===== src/hw/rtl/cmb_pkg.sv =====
// Shared types and constants for the colormap and blend pixel pipeline.
package cmb_pkg;

    // Unit level in .16 fixed point; larger levels saturate here.
    localparam logic [16:0] LEVEL_ONE = 17'd65536;

    // Segment bounds of the smooth colorwheel (one seventh of unit each).
    localparam logic [16:0] SEG_T1 = 17'd9363;
    localparam logic [16:0] SEG_T2 = 17'd18725;
    localparam logic [16:0] SEG_T3 = 17'd28087;
    localparam logic [16:0] SEG_T4 = 17'd37450;
    localparam logic [16:0] SEG_T5 = 17'd46812;
    localparam logic [16:0] SEG_T6 = 17'd56174;

    // Offsets against 7*level inside the smooth colorwheel (subtracted from it, or it from them).
    localparam logic [19:0] SEG_K1 = 20'd65536;
    localparam logic [19:0] SEG_K3 = 20'd196608;
    localparam logic [19:0] SEG_K5 = 20'd327680;
    localparam logic [19:0] SEG_K6 = 20'd393216;

    localparam logic [7:0] MAP_GAIN = 8'd255;

    localparam logic FAMILY_GRADIENT = 1'b0;
    localparam logic FAMILY_SOLID    = 1'b1;

    // Gradient family modes
    localparam logic [3:0] GRAD_SMOOTH    = 4'd0;
    localparam logic [3:0] GRAD_SCALLOP   = 4'd1;
    localparam logic [3:0] GRAD_GRAY      = 4'd2;
    localparam logic [3:0] GRAD_RED       = 4'd3;
    localparam logic [3:0] GRAD_GREEN     = 4'd4;
    localparam logic [3:0] GRAD_BLUE      = 4'd5;
    localparam logic [3:0] GRAD_RED_OVL   = 4'd6;
    localparam logic [3:0] GRAD_GREEN_OVL = 4'd7;
    localparam logic [3:0] GRAD_BLUE_OVL  = 4'd8;

    // Solid-alpha family modes
    localparam logic [3:0] SOLID_BLACK  = 4'd0;
    localparam logic [3:0] SOLID_RED    = 4'd1;
    localparam logic [3:0] SOLID_GREEN  = 4'd2;
    localparam logic [3:0] SOLID_BLUE   = 4'd3;
    localparam logic [3:0] SOLID_YELLOW = 4'd4;
    localparam logic [3:0] SOLID_CYAN   = 4'd5;
    localparam logic [3:0] SOLID_PURPLE = 4'd6;
    localparam logic [3:0] SOLID_GRAY   = 4'd7;
    localparam logic [3:0] SOLID_WHITE  = 4'd8;

    // Configuration register indexes
    localparam logic CFG_FAMILY = 1'b0;
    localparam logic CFG_MODE   = 1'b1;

    typedef struct packed {
        logic       family;
        logic [3:0] mode;
    } map_cfg_t;

    typedef struct packed {
        logic [7:0] a;
        logic [7:0] r;
        logic [7:0] g;
        logic [7:0] b;
    } pm_color_t;

    typedef struct packed {
        logic      overlay;
        pm_color_t color;
        logic [23:0] bg;
    } blend_req_t;

endpackage


===== src/hw/rtl/colormap_and_blend_pixel.sv =====
// Colormap lookup and premultiplied blend of one pixel per request.
// Maps a signed .16 level through the colormap chosen by map_family and
// map_mode, then blends the premultiplied color onto the background pixel
// (over operator, or clamped additive overlay for the overlay gradients).
// One request is accepted per clock while the pipeline is not stalled; each
// result passes three stages for level clamp, segment terms and the
// gain-255 products with color selection, then two for the per-channel
// blend multiply and the rounding/clamp into the output register. Stalls
// back up stage by stage, so empty stages keep accepting.
// Negative levels and inactive modes (9..15) return the background.
// Configuration writes are always accepted (cfg_ready stays high) and must
// only happen while no request is in flight.
module colormap_and_blend_pixel (
    input  logic        aclk,
    input  logic        aresetn,
    input  logic        s_tvalid,
    output logic        s_tready,
    input  logic [47:0] s_tdata,   // level[17:0], bg_pixel[41:18], zero pad
    output logic        m_tvalid,
    input  logic        m_tready,
    output logic [23:0] m_tdata,   // out_pixel[23:0]
    input  logic        cfg_valid,
    output logic        cfg_ready,
    input  logic        cfg_index,
    input  logic [3:0]  cfg_data
);
    import cmb_pkg::*;

    logic       map_family_reg;
    logic [3:0] map_mode_reg;
    map_cfg_t   cfg;

    logic       req_valid, req_ready;
    blend_req_t req;

    assign cfg_ready  = 1'b1;
    assign cfg.family = map_family_reg;
    assign cfg.mode   = map_mode_reg;

    always_ff @(posedge aclk) begin
        if (!aresetn) begin
            map_family_reg <= FAMILY_GRADIENT;
            map_mode_reg   <= GRAD_SMOOTH;
        end else if (cfg_valid && cfg_ready) begin
            unique case (cfg_index)
                CFG_FAMILY: map_family_reg <= cfg_data[0];
                CFG_MODE:   map_mode_reg   <= cfg_data;
                default:    map_mode_reg   <= map_mode_reg;
            endcase
        end
    end

    cmb_map u_map (
        .aclk      (aclk),
        .aresetn   (aresetn),
        .cfg       (cfg),
        .in_valid  (s_tvalid),
        .in_ready  (s_tready),
        .level     (s_tdata[17:0]),
        .bg_pixel  (s_tdata[41:18]),
        .out_valid (req_valid),
        .out_ready (req_ready),
        .out_req   (req)
    );

    cmb_blend u_blend (
        .aclk      (aclk),
        .aresetn   (aresetn),
        .req_valid (req_valid),
        .req_ready (req_ready),
        .req       (req),
        .pix_valid (m_tvalid),
        .pix_ready (m_tready),
        .pixel     (m_tdata)
    );

endmodule


===== src/hw/rtl/cmb_map.sv =====
// Level clamp and colormap lookup: three pipeline stages giving a premultiplied color.
module cmb_map (
    input  logic                aclk,
    input  logic                aresetn,
    input  cmb_pkg::map_cfg_t   cfg,
    input  logic                in_valid,
    output logic                in_ready,
    input  logic signed [17:0]  level,
    input  logic [23:0]         bg_pixel,
    output logic                out_valid,
    input  logic                out_ready,
    output cmb_pkg::blend_req_t out_req
);
    import cmb_pkg::*;

    // (x * 255) >> 16 for x up to unit level
    function automatic logic [7:0] gain_hi(input logic [16:0] x);
        logic [24:0] p;
        p = ({8'd0, x} << 8) - {8'd0, x};
        return p[23:16];
    endfunction

    // stage A: clamped level
    logic        a_valid_reg;
    logic [16:0] a_v_reg;
    logic        a_neg_reg;
    logic [23:0] a_bg_reg;

    // stage B: segment and fraction terms
    logic        b_valid_reg;
    logic [2:0]  b_seg_reg;
    logic [16:0] b_sdiff_reg;
    logic [3:0]  b_cat_reg;
    logic [15:0] b_frac_reg;
    logic [16:0] b_v_reg;
    logic        b_neg_reg;
    logic [23:0] b_bg_reg;

    // stage C: mapped color
    logic        c_valid_reg;
    blend_req_t  c_req_reg;

    logic a_ready, b_ready, c_ready;

    assign c_ready  = !c_valid_reg || out_ready;
    assign b_ready  = !b_valid_reg || c_ready;
    assign a_ready  = !a_valid_reg || b_ready;
    assign in_ready = a_ready;

    assign out_valid = c_valid_reg;
    assign out_req   = c_req_reg;

    // ---- stage A input logic
    logic [16:0] v_clamp;

    always_comb begin
        if (level[17]) begin
            v_clamp = 17'd0;
        end else if (level[16:0] > LEVEL_ONE) begin
            v_clamp = LEVEL_ONE;
        end else begin
            v_clamp = level[16:0];
        end
    end

    // ---- stage B input logic
    logic [19:0] v_ext, v7, cat, diff;
    logic [2:0]  seg;

    always_comb begin
        v_ext = {3'd0, a_v_reg};
        v7    = (v_ext << 3) - v_ext;
        cat   = (v_ext << 3) + (v_ext << 2);
        if (a_v_reg < SEG_T1)      seg = 3'd0;
        else if (a_v_reg < SEG_T2) seg = 3'd1;
        else if (a_v_reg < SEG_T3) seg = 3'd2;
        else if (a_v_reg < SEG_T4) seg = 3'd3;
        else if (a_v_reg < SEG_T5) seg = 3'd4;
        else if (a_v_reg < SEG_T6) seg = 3'd5;
        else                       seg = 3'd6;
        case (seg)
            3'd0:    diff = v7;
            3'd1:    diff = v7 - SEG_K1;
            3'd2:    diff = SEG_K3 - v7;
            3'd3:    diff = v7 - SEG_K3;
            3'd4:    diff = SEG_K5 - v7;
            3'd5:    diff = v7 - SEG_K5;
            default: diff = v7 - SEG_K6;
        endcase
    end

    // ---- stage C input logic
    logic [7:0]  sm, f, s;
    logic [9:0]  f3, f3r;
    logic [7:0]  f3q;
    pm_color_t   col;
    logic        overlay;

    always_comb begin
        sm  = gain_hi(b_sdiff_reg);
        f   = gain_hi({1'b0, b_frac_reg});
        s   = gain_hi(b_v_reg);
        f3  = ({2'd0, f} << 1) + {2'd0, f};
        f3r = f3 + 10'd2;
        f3q = f3[9:2];
        col = '0;
        if (cfg.family == FAMILY_GRADIENT) begin
            col.a = MAP_GAIN;
            case (cfg.mode) inside
                GRAD_SMOOTH: begin
                    case (b_seg_reg)
                        3'd0: col.b = sm;
                        3'd1: begin col.g = sm; col.b = MAP_GAIN; end
                        3'd2: begin col.g = MAP_GAIN; col.b = sm; end
                        3'd3: begin col.g = MAP_GAIN; col.r = sm; end
                        3'd4: begin col.g = sm; col.r = MAP_GAIN; end
                        3'd5: begin col.b = sm; col.r = MAP_GAIN; end
                        default: begin
                            col.g = sm;
                            col.r = MAP_GAIN;
                            col.b = MAP_GAIN;
                        end
                    endcase
                end
                GRAD_SCALLOP: begin
                    case (b_cat_reg)
                        4'd0:  begin col.r = {2'd0, f[7:2]}; col.b = f3q; end
                        4'd1:  col.b = f;
                        4'd2:  begin col.g = f3q; col.b = f; end
                        4'd3:  begin col.g = f; col.b = f3q; end
                        4'd4:  begin col.g = f; col.b = {2'd0, f[7:2]}; end
                        4'd5:  begin col.r = {1'b0, f[7:1]}; col.g = f; end
                        4'd6:  begin col.r = f; col.g = f; end
                        4'd7:  begin col.r = f; col.g = {1'b0, f[7:1]}; end
                        4'd8:  col.r = f;
                        4'd9:  begin col.r = f; col.b = f3r[9:2]; end
                        4'd10: begin col.r = f; col.g = f3q; col.b = f; end
                        4'd11: begin col.r = f; col.g = f; col.b = f; end
                        default: begin
                            col.r = MAP_GAIN;
                            col.g = MAP_GAIN;
                            col.b = MAP_GAIN;
                        end
                    endcase
                end
                GRAD_GRAY: begin col.r = s; col.g = s; col.b = s; end
                GRAD_RED, GRAD_RED_OVL:     col.r = s;
                GRAD_GREEN, GRAD_GREEN_OVL: col.g = s;
                GRAD_BLUE, GRAD_BLUE_OVL:   col.b = s;
                default: col.a = 8'd0;
            endcase
        end else begin
            col.a = s;
            case (cfg.mode)
                SOLID_BLACK:  col.a = s;
                SOLID_RED:    col.r = s;
                SOLID_GREEN:  col.g = s;
                SOLID_BLUE: begin
                    col.r = {4'd0, s[7:4]};
                    col.g = {4'd0, s[7:4]};
                    col.b = s;
                end
                SOLID_YELLOW: begin col.r = s; col.g = s; end
                SOLID_CYAN:   begin col.g = s; col.b = s; end
                SOLID_PURPLE: begin col.r = s; col.b = s; end
                SOLID_GRAY: begin
                    col.r = {1'b0, s[7:1]};
                    col.g = {1'b0, s[7:1]};
                    col.b = {1'b0, s[7:1]};
                end
                SOLID_WHITE:  begin col.r = s; col.g = s; col.b = s; end
                default:      col.a = 8'd0;
            endcase
        end
        // negative level maps nothing: zero alpha leaves the background
        if (b_neg_reg) begin
            col = '0;
        end
        overlay = (cfg.family == FAMILY_GRADIENT) &&
                  ((cfg.mode == GRAD_RED_OVL) || (cfg.mode == GRAD_GREEN_OVL) ||
                   (cfg.mode == GRAD_BLUE_OVL));
    end

    always_ff @(posedge aclk) begin
        if (!aresetn) begin
            a_valid_reg <= 1'b0;
            b_valid_reg <= 1'b0;
            c_valid_reg <= 1'b0;
        end else begin
            if (a_ready) begin
                a_valid_reg <= in_valid;
            end
            if (b_ready) begin
                b_valid_reg <= a_valid_reg;
            end
            if (c_ready) begin
                c_valid_reg <= b_valid_reg;
            end
        end
    end

    always_ff @(posedge aclk) begin
        if (a_ready && in_valid) begin
            a_v_reg   <= v_clamp;
            a_neg_reg <= level[17];
            a_bg_reg  <= bg_pixel;
        end
        if (b_ready && a_valid_reg) begin
            b_seg_reg   <= seg;
            b_sdiff_reg <= diff[16:0];
            b_cat_reg   <= cat[19:16];
            b_frac_reg  <= cat[15:0];
            b_v_reg     <= a_v_reg;
            b_neg_reg   <= a_neg_reg;
            b_bg_reg    <= a_bg_reg;
        end
        if (c_ready && b_valid_reg) begin
            c_req_reg.overlay <= overlay;
            c_req_reg.color   <= col;
            c_req_reg.bg      <= b_bg_reg;
        end
    end

endmodule


===== src/hw/rtl/cmb_blend.sv =====
// Blend of the mapped color onto the background: over operator or additive overlay.
module cmb_blend (
    input  logic                aclk,
    input  logic                aresetn,
    input  logic                req_valid,
    output logic                req_ready,
    input  cmb_pkg::blend_req_t req,
    output logic                pix_valid,
    input  logic                pix_ready,
    output logic [23:0]         pixel
);
    import cmb_pkg::*;

    // stage D: products and overlay sums
    logic            d_valid_reg;
    logic [2:0][15:0] d_prod_reg;
    logic [2:0][8:0]  d_osum_reg;
    logic [2:0][7:0]  d_src_reg;
    logic            d_overlay_reg;

    // stage E: output register
    logic            e_valid_reg;
    logic [23:0]     e_pixel_reg;

    logic d_ready, e_ready;

    assign e_ready   = !e_valid_reg || pix_ready;
    assign d_ready   = !d_valid_reg || e_ready;
    assign req_ready = d_ready;
    assign pix_valid = e_valid_reg;
    assign pixel     = e_pixel_reg;

    // channel 2 red, 1 green, 0 blue
    logic [2:0][7:0]  bg_ch, src_ch;
    logic [7:0]       sa;
    logic [2:0][15:0] prod;
    logic [2:0][8:0]  osum;

    always_comb begin
        bg_ch  = req.bg;
        src_ch = {req.color.r, req.color.g, req.color.b};
        sa     = ~req.color.a;
        for (int i = 0; i < 3; i++) begin
            prod[i] = 16'(bg_ch[i]) * 16'(sa) + 16'd128;
            osum[i] = {1'b0, bg_ch[i]} + {1'b0, src_ch[i]};
        end
    end

    logic [2:0][16:0] rnd;
    logic [2:0][8:0]  over_sum;
    logic [2:0][7:0]  over_px;
    logic [2:0][8:0]  ex_full;
    logic [2:0][7:0]  ex;
    logic [2:0][8:0]  others;
    logic [2:0][10:0] odiff;
    logic [2:0][7:0]  ovl_px;
    logic [23:0]      pix_next;

    always_comb begin
        for (int i = 0; i < 3; i++) begin
            // divide by 255 with rounding
            rnd[i]      = {1'b0, d_prod_reg[i]} + {9'd0, d_prod_reg[i][15:8]};
            over_sum[i] = {1'b0, rnd[i][15:8]} + {1'b0, d_src_reg[i]};
            over_px[i]  = over_sum[i][8] ? MAP_GAIN : over_sum[i][7:0];
            ex_full[i]  = d_osum_reg[i] - {1'b0, MAP_GAIN};
            ex[i]       = d_osum_reg[i][8] ? ex_full[i][7:0] : 8'd0;
        end
        // spill of each channel is taken from the other two
        others[0] = {1'b0, ex[1]} + {1'b0, ex[2]};
        others[1] = {1'b0, ex[0]} + {1'b0, ex[2]};
        others[2] = {1'b0, ex[0]} + {1'b0, ex[1]};
        for (int i = 0; i < 3; i++) begin
            odiff[i] = {2'd0, d_osum_reg[i]} - {2'd0, others[i]};
            if (odiff[i][10]) begin
                ovl_px[i] = 8'd0;
            end else if (odiff[i][9:8] != 2'd0) begin
                ovl_px[i] = MAP_GAIN;
            end else begin
                ovl_px[i] = odiff[i][7:0];
            end
        end
        pix_next = d_overlay_reg ? ovl_px : over_px;
    end

    always_ff @(posedge aclk) begin
        if (!aresetn) begin
            d_valid_reg <= 1'b0;
            e_valid_reg <= 1'b0;
        end else begin
            if (d_ready) begin
                d_valid_reg <= req_valid;
            end
            if (e_ready) begin
                e_valid_reg <= d_valid_reg;
            end
        end
    end

    always_ff @(posedge aclk) begin
        if (d_ready && req_valid) begin
            d_prod_reg    <= prod;
            d_osum_reg    <= osum;
            d_src_reg     <= src_ch;
            d_overlay_reg <= req.overlay;
        end
        if (e_ready && d_valid_reg) begin
            e_pixel_reg <= pix_next;
        end
    end

endmodule


===== config.mk =====
export PLATFORM = sky130hd
export DESIGN_NAME = colormap_and_blend_pixel
export DESIGN_NICKNAME = d
export VERILOG_FILES = /design/src/hw/rtl/cmb_pkg.sv /design/src/hw/rtl/colormap_and_blend_pixel.sv /design/src/hw/rtl/cmb_map.sv /design/src/hw/rtl/cmb_blend.sv
export SDC_FILE = /design/constraint.sdc
export NUM_CORES = 1
export LEC_CHECK = 0
export BUFFER_PORTS_ARGS = -buffer_cell sky130_fd_sc_hd__buf_2
export CORE_MARGIN = 3
export CORE_UTILIZATION = 55
export CTS_CLUSTER_SIZE = 30
export DETAILED_ROUTE_END_ITERATION = 7
export PLACE_DENSITY = 0.84
export SLEW_MARGIN = 30
export SYNTH_ARGS = -nofsm -noshare
export SYNTH_HDL_FRONTEND = slang
export SYNTH_SLANG_ARGS = --single-unit

===== constraint.sdc =====
create_clock -name aclk -period 26 [get_ports aclk]
set_clock_uncertainty 0.15 [all_clocks]
set_input_delay 2.6 -clock aclk [delete_from_list [all_inputs] [get_ports aclk]]
set_output_delay 2.6 -clock aclk [all_outputs]
set_load 0.01 [all_outputs]

Word level (Yosys, flattened, before mapping)
Index checks and enable logic that the tools add are counted.
{"block": "word_totals", "regBits": 315, "inputBits": 58, "output_inout_bits": 27, "word_cells": 212}
{"block": "classes", "add_sub_neg": 34, "mul": 3, "order_cmp": 7, "n_eq_ne": 29, "mux": 53, "n_bitwise": 3, "n_reduce_logical": 48}
{"operator": "$mux 8", "n": 34}
{"operator": "$pmux 17 s6", "n": 1}
{"operator": "$add 8x8->9", "n": 9}
{"operator": "$pmux 8 s2", "n": 4}
{"operator": "$pmux 8 s4", "n": 2}
{"operator": "$lt 17x16->1 const B", "n": 3}
{"operator": "$sub 17x17->17 const B", "n": 3}
{"operator": "$add 16x8->16", "n": 3}
{"operator": "$add 16x8->16 const B", "n": 3}
{"operator": "$mul 8x8->16", "n": 3}
{"operator": "$pmux 8 s3", "n": 2}
{"operator": "$sub 24x17->24", "n": 2}
{"operator": "$pmux 8 s5", "n": 1}
{"operator": "$lt 17x15->1 const B", "n": 2}
{"operator": "$sub 17x17->17 const A", "n": 2}
{"operator": "$eq 4x3->1 const B", "n": 8}
{"operator": "$mux 32", "n": 1}
{"operator": "$sub 9x9->10", "n": 3}
{"operator": "$reduce_or 4->1", "n": 7}
{"operator": "$mux 24", "n": 1}
{"operator": "$sub 24x16->24", "n": 1}
{"operator": "$sub 8x8->8 const B", "n": 3}
{"operator": "$add 20x19->20", "n": 1}
{"operator": "$eq 4x4->1 const B", "n": 5}
{"operator": "other kinds (28)", "n": 73}

Depth between registers and ports, before layout
Gate-level depths: netlist (run 1).
{"block": "logic_depth", "ltp_word": 9, "ltp_mapped": 23, "depth_no_buf": 22}

Modules after synthesis
From an unflattened synthesis (run 1), not the netlist that was laid out.
{"block": "hier_totals", "hier_cells": 2780, "hier_area_um2": 27739.1}
{"module": "cmb_blend", "instances": 1, "cells_each": 1546, "area_each_um2": 15501.1, "seq_area_each_um2": 3763.6}
{"module": "cmb_map", "instances": 1, "cells_each": 1210, "area_each_um2": 12030.3, "seq_area_each_um2": 5405.2}
{"module": "colormap_and_blend_pixel", "instances": 1, "cells_each": 24, "area_each_um2": 207.7, "seq_area_each_um2": 100.1}

Least setup slack after synthesis (run 1)
OpenSTA, ideal clock, no wires.
{"block": "synth_path", "path_type": "input to register", "from": "input m_tready", "to": "register u_blend.d_osum_reg[0] (netlist bit) (enable)", "setup_ps": 712, "arrival_time_ps": 9922, "required_time_ps": 25138, "slack_ps": 15216, "cell_stages": 2, "n_path_buf": 0, "path_cell_list": "nor2b_1 a21boi_0"}
{"block": "synth_via", "elab_chain_cells": 3}
{"item": "from (decl)", "line_no": "colormap_and_blend_pixel.sv:20", "text": "input logic m_tready,"}
{"item": "$logic_or 1x1->1", "line_no": "cmb_blend.sv:27", "text": "assign e_ready = !e_valid_reg || pix_ready;"}
{"item": "$logic_or 1x1->1", "line_no": "cmb_blend.sv:28", "text": "assign d_ready = !d_valid_reg || e_ready;"}
{"item": "$logic_and 1x1->1", "line_no": "cmb_blend.sv:100", "text": "if (d_ready && req_valid) begin"}
{"item": "to (signal assigned)", "line_no": "cmb_blend.sv:102", "text": "d_osum_reg <= osum;"}
{"item": "to (decl)", "line_no": "cmb_blend.sv:17", "text": "logic [2:0][8:0] d_osum_reg;"}
No other way between the ends.
A chain may end at the register's enable or synchronous reset.

Worst setup path after layout (run 1)
{"block": "layout_path", "from": "input m_tready", "to": "output s_tready"}
{"block": "layout_via", "elab_chain_cells": 5}
{"item": "$logic_or 1x1->1", "line_no": "cmb_blend.sv:27"}
{"item": "$logic_or 1x1->1", "line_no": "cmb_blend.sv:28"}
{"item": "$logic_or 1x1->1", "line_no": "cmb_map.sv:45", "text": "assign c_ready = !c_valid_reg || out_ready;"}
{"item": "$logic_or 1x1->1", "line_no": "cmb_map.sv:46", "text": "assign b_ready = !b_valid_reg || c_ready;"}
{"item": "$logic_or 1x1->1", "line_no": "cmb_map.sv:47", "text": "assign a_ready = !a_valid_reg || b_ready;"}
{"item": "to (decl)", "line_no": "colormap_and_blend_pixel.sv:17", "text": "output logic s_tready,"}
No other way between the ends.

==> summary.md, run 1 <==
| Metric | Value |
|---|---|
| Post-Syn Area | 0.0270 mm2 |
| Antenna diode count | 0 |
| Routed WL | 65.5 mm |
| Crit end category | output pin |
| Critical path class | in2out |
| Grt ovf | 0 |
| Initial antenna violation count | 0 |
| Final setup fails | 0 |
| Syn_nets | 3,219 |
| RSZ-0062 raised after global routing | no |
| Maximum vdd drop | 60.7 uV |
| Nets | 3,276 |
| Initial DRC Count | 1,903 |
| H-tree depth | 2 |
| Clock transition at path regs | 0.06 ns |
| # rows | 80 |
| Setup TNS Final | 0 ns |
| Clk buf depth | 3 |
| Yosys cell types | 84 |
| CP max-delay cell | and3_1 |
| Cell Chain, Critical Path | buf_2 -> nor2b_1 -> and3_1 -> nand3_1 -> buf_2 |
| CTS resizes | 0 |
| CP startpoint kind | primary input |
| Die H | 228 um |
| Hold crit path type | reg2reg |
| Final hold vios | 0 |
| Synth Flop Type | edfxtp_1 |
| Slew headroom | 31.3% |
| Busiest grt layer | met2 |
| Static leakage | 0.0122 uW |
| Vias in the first global route | 20,300 |
| Post-synthesis cell count | 2,706 |
| Required @ worst endpoint | 23.25 ns |
| Clk root buf | clkbuf_16 |
| GR Util met1 | 34.7% |
| Asr flop ratio synth | 0% |
| TritonCTS Sinks | 312 |
| Global-route wire length before repair | 105 mm |
| Slew at the pin with the worst max-slew slack | 1.03 ns |
| Die area | 0.0518 mm2 |
| Fmax | 149 MHz |
| Top-area cell type share of the netlist area | 33.6% |
| Largest area contributor in the netlist | edfxtp_1 |
| Post-DP HPWL | 50.1 mm |
| Post-route ant nets | 0 |
| Period utilisation layout | 25.8% |
| Yosys warns | 0 |
| Seq cells post-synth | 312 |
| Largest net degree at the start of global routing | 80 |
| Max FO, Critical Path | 6 |
| Sequential cell area fraction in the yosys report | 34.3% |
| Total CTS buffers | 34 |
| Vias after detailed routing | 20,400 |
| Final Wtd Congestion | 0.996 |
| # port buffers | 77 |
| Met3 Usage GRT | 4.61% |
| Overall routing resource usage | 25.5% |
| Post-route DRC | 0 |
| Worst-Skew Late Latency | 0.55 ns |
| CP max stage delay | 0.49 ns |
| Max-slew violation count | 0 |
| # hold bufs at CTS | 0 |
| Starting Density | 56.1% |
| Post-CTS setup buffers | 0 |
| Die X | 228 um |
| CP most frequent cell | buf_2 |
| Critical path data arrival time | 3.95 ns |
| Wirelength per Cell | 19.0 um |
| Synth area leaders | edfxtp_1 34%, ha_1 14%, fa_1 11%, xnor2_1 5.0%, inv_1 4.0% |
| Met2 Resource Use GR | 41.3% |
| Area Growth Syn to Fin | 8.25% |
| Max reg flops | 57 |
| Max cap viols | 0 |
| Number of flops mapped to enable cells by yosys | 302 |
| CTS tree | yes |
| Ports | 85 |
| Status | complete, no violations |
| Share of post-route cells with drive strength above 1 | 6.53% |
| Pwr Total | 1450 uW |
| Syn avg cell area | 9.99 um2 |
| Post-DR vias/cell | 5.93 |
| Power Dens Cells | 49.4 mW/mm2 |
| Initial DRT Pass Iterations | 5 |
| Tmin final | 6.70 ns |
| Core ar. | 0.0481 mm2 |
## report_power, final
group | switching (uW) | internal (uW)
clock network | 203 | 275
logic | 212 | 147
registers | 24.2 | 585
total | 439 | 1010
## cell usage after synthesis (7+ instances only)
| cell type | instances |
|---|---|
| o2111ai_1 | 7 |
| clkbuf_1 | 66 |
| o21ai_0 | 140 |
| edfxtp_1 | 302 |
| a21o_1 | 50 |
| xnor2_1 | 155 |
| a21boi_0 | 19 |
| buf_1 | 9 |
| xor2_1 | 38 |
| nand3_1 | 52 |
| fa_1 | 143 |
| dfxtp_1 | 10 |
| nand4_1 | 13 |
| maj3_1 | 8 |
| a31oi_1 | 22 |
| and3_1 | 17 |
| or4_1 | 7 |
| a21oi_1 | 184 |
| nand2_1 | 132 |
| o21bai_1 | 32 |
| a221oi_1 | 10 |
| a22oi_1 | 8 |
| nor2b_1 | 116 |
| inv_1 | 288 |
| o221ai_1 | 8 |
| ha_1 | 312 |
| a211oi_1 | 10 |
| o21a_1 | 21 |
| o22ai_1 | 24 |
| nand2b_1 | 120 |
| and2_1 | 25 |
| nor2_1 | 177 |
| nor3_1 | 42 |
| or3_1 | 12 |
| nor4_1 | 14 |
## cell usage in the layout, fill, tap and decap left out, drive strengths merged, types with 120 or more instances in the layout
cell and n:
xnor2 157, nand2b 120, nand2 132, edfxtp 302
ha 312, nor2 178, o21ai 145, a21oi 184
fa 143, inv 292
## per-layer routing
layer | wire (um) | vias up
met1 | 27600 | 9818
met2 | 30400 | 852
met5 | 0 | -
li1 | - | 9579
met4 | 2300 | 0
met3 | 5210 | 167
## critical path, delay by kind of cell
kind,cells,cell delay (ns)
buffers and inverters,2,0.27
and+or+nand+nor,3,1.08
## cell type report
| class | instances | area (um2) |
|---|---|---|
| Inverter | 292 | 1100 |
| Tap cell | 656 | 821 |
| Fill cell | 3836 | 18900 |
| Multi-Input combinational cell | 2024 | 16400 |
| Clock buffer | 42 | 922 |
| Sequential cell | 312 | 9270 |
| Timing Repair Buffer | 99 | 562 |
| Clock inverter | 19 | 174 |
## worst paths after layout
check	start	end	slack, ns	cells past startpoint
worst max-delay path	m_tready	s_tready	19.30	5
worst min-delay path	u_map.b_bg_reg[2]	u_map.out_req[2]	0.26	0
worst max register to register	u_map.b_frac_reg[11]	u_map.out_req[28]	19.39	16
worst min register to register	u_map.b_bg_reg[2]	u_map.out_req[2]	0.26	0
## kinds of logic (layout without fill, tap and decap cells)
kind of cell               after synthesis  after routing  synth area share, %
AOI/OAI and AO/OA                      601            601                 14.0
xor gates and xnor gates               195            195                 6.38
adders and majority gates              463            463                 25.3
other                                    1              1               0.0139
and+or+nand+nor                        759            759                 14.6
buffers and inverters                  370            452                 5.19
DFF                                    312            312                 34.3
muxes                                    5              5                0.185
## through the flow
| stage | hold WS (ns) | worst slack (ns) | instance area [um2] | std cells | util, % |
|---|---|---|---|---|---|
| floorplan | 0.250 | 15.22 | 27000 | 2706 | - |
| global placement | 0.250 | 19.43 | 28100 | 3381 | 58.4 |
| detailed placement | 0.255 | 19.33 | 28100 | 3381 | 58.4 |
| CTS | 0.266 | 19.32 | 29200 | 3442 | 60.7 |
| global route | 0.272 | 18.90 | 29200 | 3444 | 60.8 |
| finish | 0.263 | 19.30 | 29200 | 3444 | 60.8 |
Note: power is estimated with default switching activity, not from simulation.
==> inputs of run 2 (changes only) <==
Settings changed: ABC_AREA set to 1.
Clock period 26 ns to 6.8 ns, I/O delays scaled along.
==> summary.md, run 2 <==
| Metric | Value |
|---|---|
| Status | complete, no violations |
| Seq cells post-synth | 312 (unchanged) |
| Initial DRT Pass Iterations | 6 (+1) |
| Max-slew violation count | 0 (unchanged) |
| Yosys cell types | 60 (-29%) |
| Post-Syn Area | 0.0266 mm2 (-1.7%) |
| Wirelength per Cell | 16.7 um (-12%) |
| # hold bufs at CTS | 0 (unchanged) |
| Nets | 3,625 (+11%) |
| Share of post-route cells with drive strength above 1 | 7.58% (+1.1 points) |
| Worst reg-to-reg path cell count | 23 (+7) |
| Yosys warns | 0 (unchanged) |
| Static leakage | 0.0136 uW (+11%) |
| Syn avg cell area | 8.81 um2 (-12%) |
| Maximum vdd drop | 202 uV (+230%) |
| Worst-Skew Late Latency | 0.57 ns (+0.02 ns) |
| Commonest non-fill, non-tap cell in the layout | inv_1 |
| Final setup fails | 0 (unchanged) |
| Routed WL | 62.5 mm (-4.7%) |
| Initial antenna violation count | 0 (unchanged) |
| Post-DP HPWL | 49.1 mm (-2.1%) |
| Initial DRC Count | 1,766 (-7.2%) |
| Final Util | 61.5% (+0.73 points) |
| Non-Filler Instances | 3,747 (+8.8%) |
| Hold crit path type | in2reg |
| Critical path data arrival time | 6.07 ns (+2.12 ns) |
| Hold Path Cell Cnt | 1 (+1) |
| Most frequent cell after synthesis | inv_1 |
| CP max stage delay | 0.78 ns (+0.29 ns) |
| Sequential cell area fraction in the yosys report | 34.9% (+0.59 points) |
| Synth Flop Type | edfxtp_1 |
| Starting Density | 56.3% (+0.21 points) |
| Final hold vios | 0 (unchanged) |
| Vias after detailed routing | 20,700 (+1.2%) |
| CTS tree | yes |
| Vias in the first global route | 20,500 (+1.2%) |
| Overall routing resource usage | 24.8% (-0.62 points) |
| H-tree depth | 2 (unchanged) |
| CP startpoint kind | register |
| Power Dens Cells | 213 mW/mm2 (+330%) |
| Clock transition at path regs | 0.06 ns (about the same) |
| Fillers | 3,807 (-0.76%) |
| Period utilisation layout | 87.2% |
| Slew at the pin with the worst max-slew slack | 0.888 ns (-0.142 ns) |
| Antenna diode count | 0 (unchanged) |
| Clk root buf | clkbuf_16 |
| Mux contribution to synthesized area | 0% (-0.19 points) |
| # port buffers | 77 (unchanged) |
| Grt ovf | 0 (unchanged) |
| Max FO, Critical Path | 15 (+9) |
| TritonCTS Sinks | 312 (unchanged) |
| Number of flops mapped to enable cells by yosys | 302 (unchanged) |
| Ports | 85 (unchanged) |
| Post-synth top cells | 536 x inv_1, 501 x nand2_1, 336 x nor2_1, 312 x ha_1, 302 x edfxtp_1 |
| Synth Area in Compound Gates | 9.86% (-4.1 points) |
| Post-CTS setup buffers | 0 (unchanged) |
| Die X | 226 um (-0.83%) |
| Post-route DRC | 0 (unchanged) |
| Crit end category | register |
| Final Wtd Congestion | 0.999 (+0.24%) |
| XOR/XNOR Fraction of Synth Area | 4.55% (-1.8 points) |
| Asr flop ratio synth | 0% (unchanged) |
| Die area | 0.0510 mm2 (-1.7%) |
| Area Growth Syn to Fin | 9.14% |
| Cell Chain, Critical Path | clkinv_1 -> nand2_1 -> fa_1 -> fa_1 -> inv_1 -> fa_1 -> fa_1 -> ha_1 -> a21oi_1 -> o21ai_0 -> a21oi_1 -> inv_1 -> a21oi_1 -> inv_1 -> nand2_1 -> inv_1 -> nor2_1 -> inv_1 -> a21oi_1 -> nor2_1 -> o21ai_0 -> nand2_1 -> xor2_1 |
| Syn_nets | 3,527 (+9.6%) |
| Total CTS buffers | 37 (+8.8%) |
| Tmin final | 5.93 ns |
| Setup WS pre-CTS | 0.947 ns (-18.39 ns) |
| RSZ-0062 raised after global routing | no |
| Final Worst Setup Slack | 0.873 ns (-18.43 ns) |
| Slew headroom | 40.4% (+9.0 points) |
| Core ar. | 0.0471 mm2 (-2.1%) |
| Post-DR vias/cell | 5.51 (-7.0%) |
| DP Cell Count | 3,680 (+8.8%) |
| Pwr Total | 6180 uW (+330%) |
| Synth area leaders | edfxtp_1 34%, ha_1 15%, fa_1 11%, inv_1 7.6%, nand2_1 7.1% |
| Critical path class | reg2reg |
| Largest area contributor in the netlist | edfxtp_1 |
| Top-area cell type share of the netlist area | 34.1% (+0.58 points) |
| Max cap viols | 0 (unchanged) |
| Max reg flops | 57 (unchanged) |
| Leading cell types in the layout, fill and taps excluded | 534 x inv_1, 501 x nand2_1, 333 x nor2_1, 312 x ha_1, 302 x edfxtp_1 |
| Global-route wire length before repair | 102 mm (-3.1%) |
| Die H | 226 um (-0.83%) |
| Post-route ant nets | 0 (unchanged) |
| Largest net degree at the start of global routing | 79 (-1.3%) |
| Simple-gate portion of the synthesized area | 16.9% (+2.3 points) |
| Clk buf depth | 3 (unchanged) |
| # rows | 79 (-1.3%) |
| Post-synthesis cell count | 3,014 (+11%) |
| Fmax | 169 MHz |
| Required @ worst endpoint | 6.95 ns (-16.30 ns) |
| CP max-delay cell | edfxtp_1 |
| Largest family of logic cells by synthesized area | adder cells |
| Setup TNS Final | 0 ns (unchanged) |
| Post-synthesis adder-cell area fraction | 25.5% (+0.14 points) |
| CTS resizes | 0 (unchanged) |
| CP most frequent cell | inv_1 |
run 2: changes by cell type after synthesis, moves of 116 or more:
cell | before | now
nand2b_1 | 120 | 0
inv_1 | 288 | 536
nand2_1 | 132 | 501
nor2_1 | 177 | 336
xnor2_1 | 155 | 39
nor2b_1 | 116 | 0
run 2: per-stage QoR:
step	area, um2	hold slack (ns)
final	29000	0.153
after global routing	29000	0.130
after CTS	29000	0.118
after detailed placement	27700	0.255
after global placement	27700	0.252
after floorplan	26600	0.250
run 2: path summary, 6_finish.rpt:
| path | startpoint | slack [ns] | end |
|---|---|---|---|
| setup / recovery | u_map.out_req[50] | 0.87 | u_blend.d_prod_reg[46] |
| hold / removal | s_tdata[25] | 0.15 | u_map.a_bg_reg[7] |
| setup reg to reg | u_map.out_req[50] | 0.87 | u_blend.d_prod_reg[46] |
| hold reg to reg | u_map.b_bg_reg[12] | 0.27 | u_map.out_req[12] |
run 2: power breakdown:
group	switching, uW	leakage, uW	total, uW	internal (uW)
registers	91.0	0.00289	2370	2280
clock network	828	0.000615	2090	1260
logic	1070	0.0101	1720	648
total	1990	0.0136	6180	4190
run 2: cell type report:
type / count / area (um2) / share of cell area [%]
repair buffers: 92 / 502 / 1.73
well taps: 607 / 759 / 2.62
clock buffers: 42 / 966 / 3.33
clock inverters: 25 / 317 / 1.09
flip-flops and latches: 312 / 9270 / 32.0
inverters: 553 / 2080 / 7.17
multi-input cells: 2116 / 15100 / 52.1
run 2: routing by layer:
metal | part of all wire, % | GRT usage (%) | vias to the layer above
met4 | 3.7 | 9.94 | 0
li1 | - | - | 10100
met5 | 0 | 0 | -
met3 | 6.7 | 3.72 | 169
met2 | 49 | 43.2 | 763
met1 | 41 | 31.2 | 9642
run 2: cells by family (layout without fill, tap and decap cells):
group / Yosys count / count (layout)
buffers and inverters: 586 / 712
flip-flops: 312 / 312
adder cells (fa/ha/maj): 455 / 455
AND/OR/NAND/NOR: 1053 / 1053
AO/OA/AOI/OAI: 469 / 469
other: 1 / 1
XOR/XNOR: 138 / 138
run 2: worst max-delay path, delay by kind of cell, from the launching register on:
family,cells,cell delay (ns)
fa+ha+maj,5,2.29
simple gates,5,0.51
xor+xnor,1,0.15
buf+inv,6,0.86
compound gates,6,0.94
flops,1,0.78
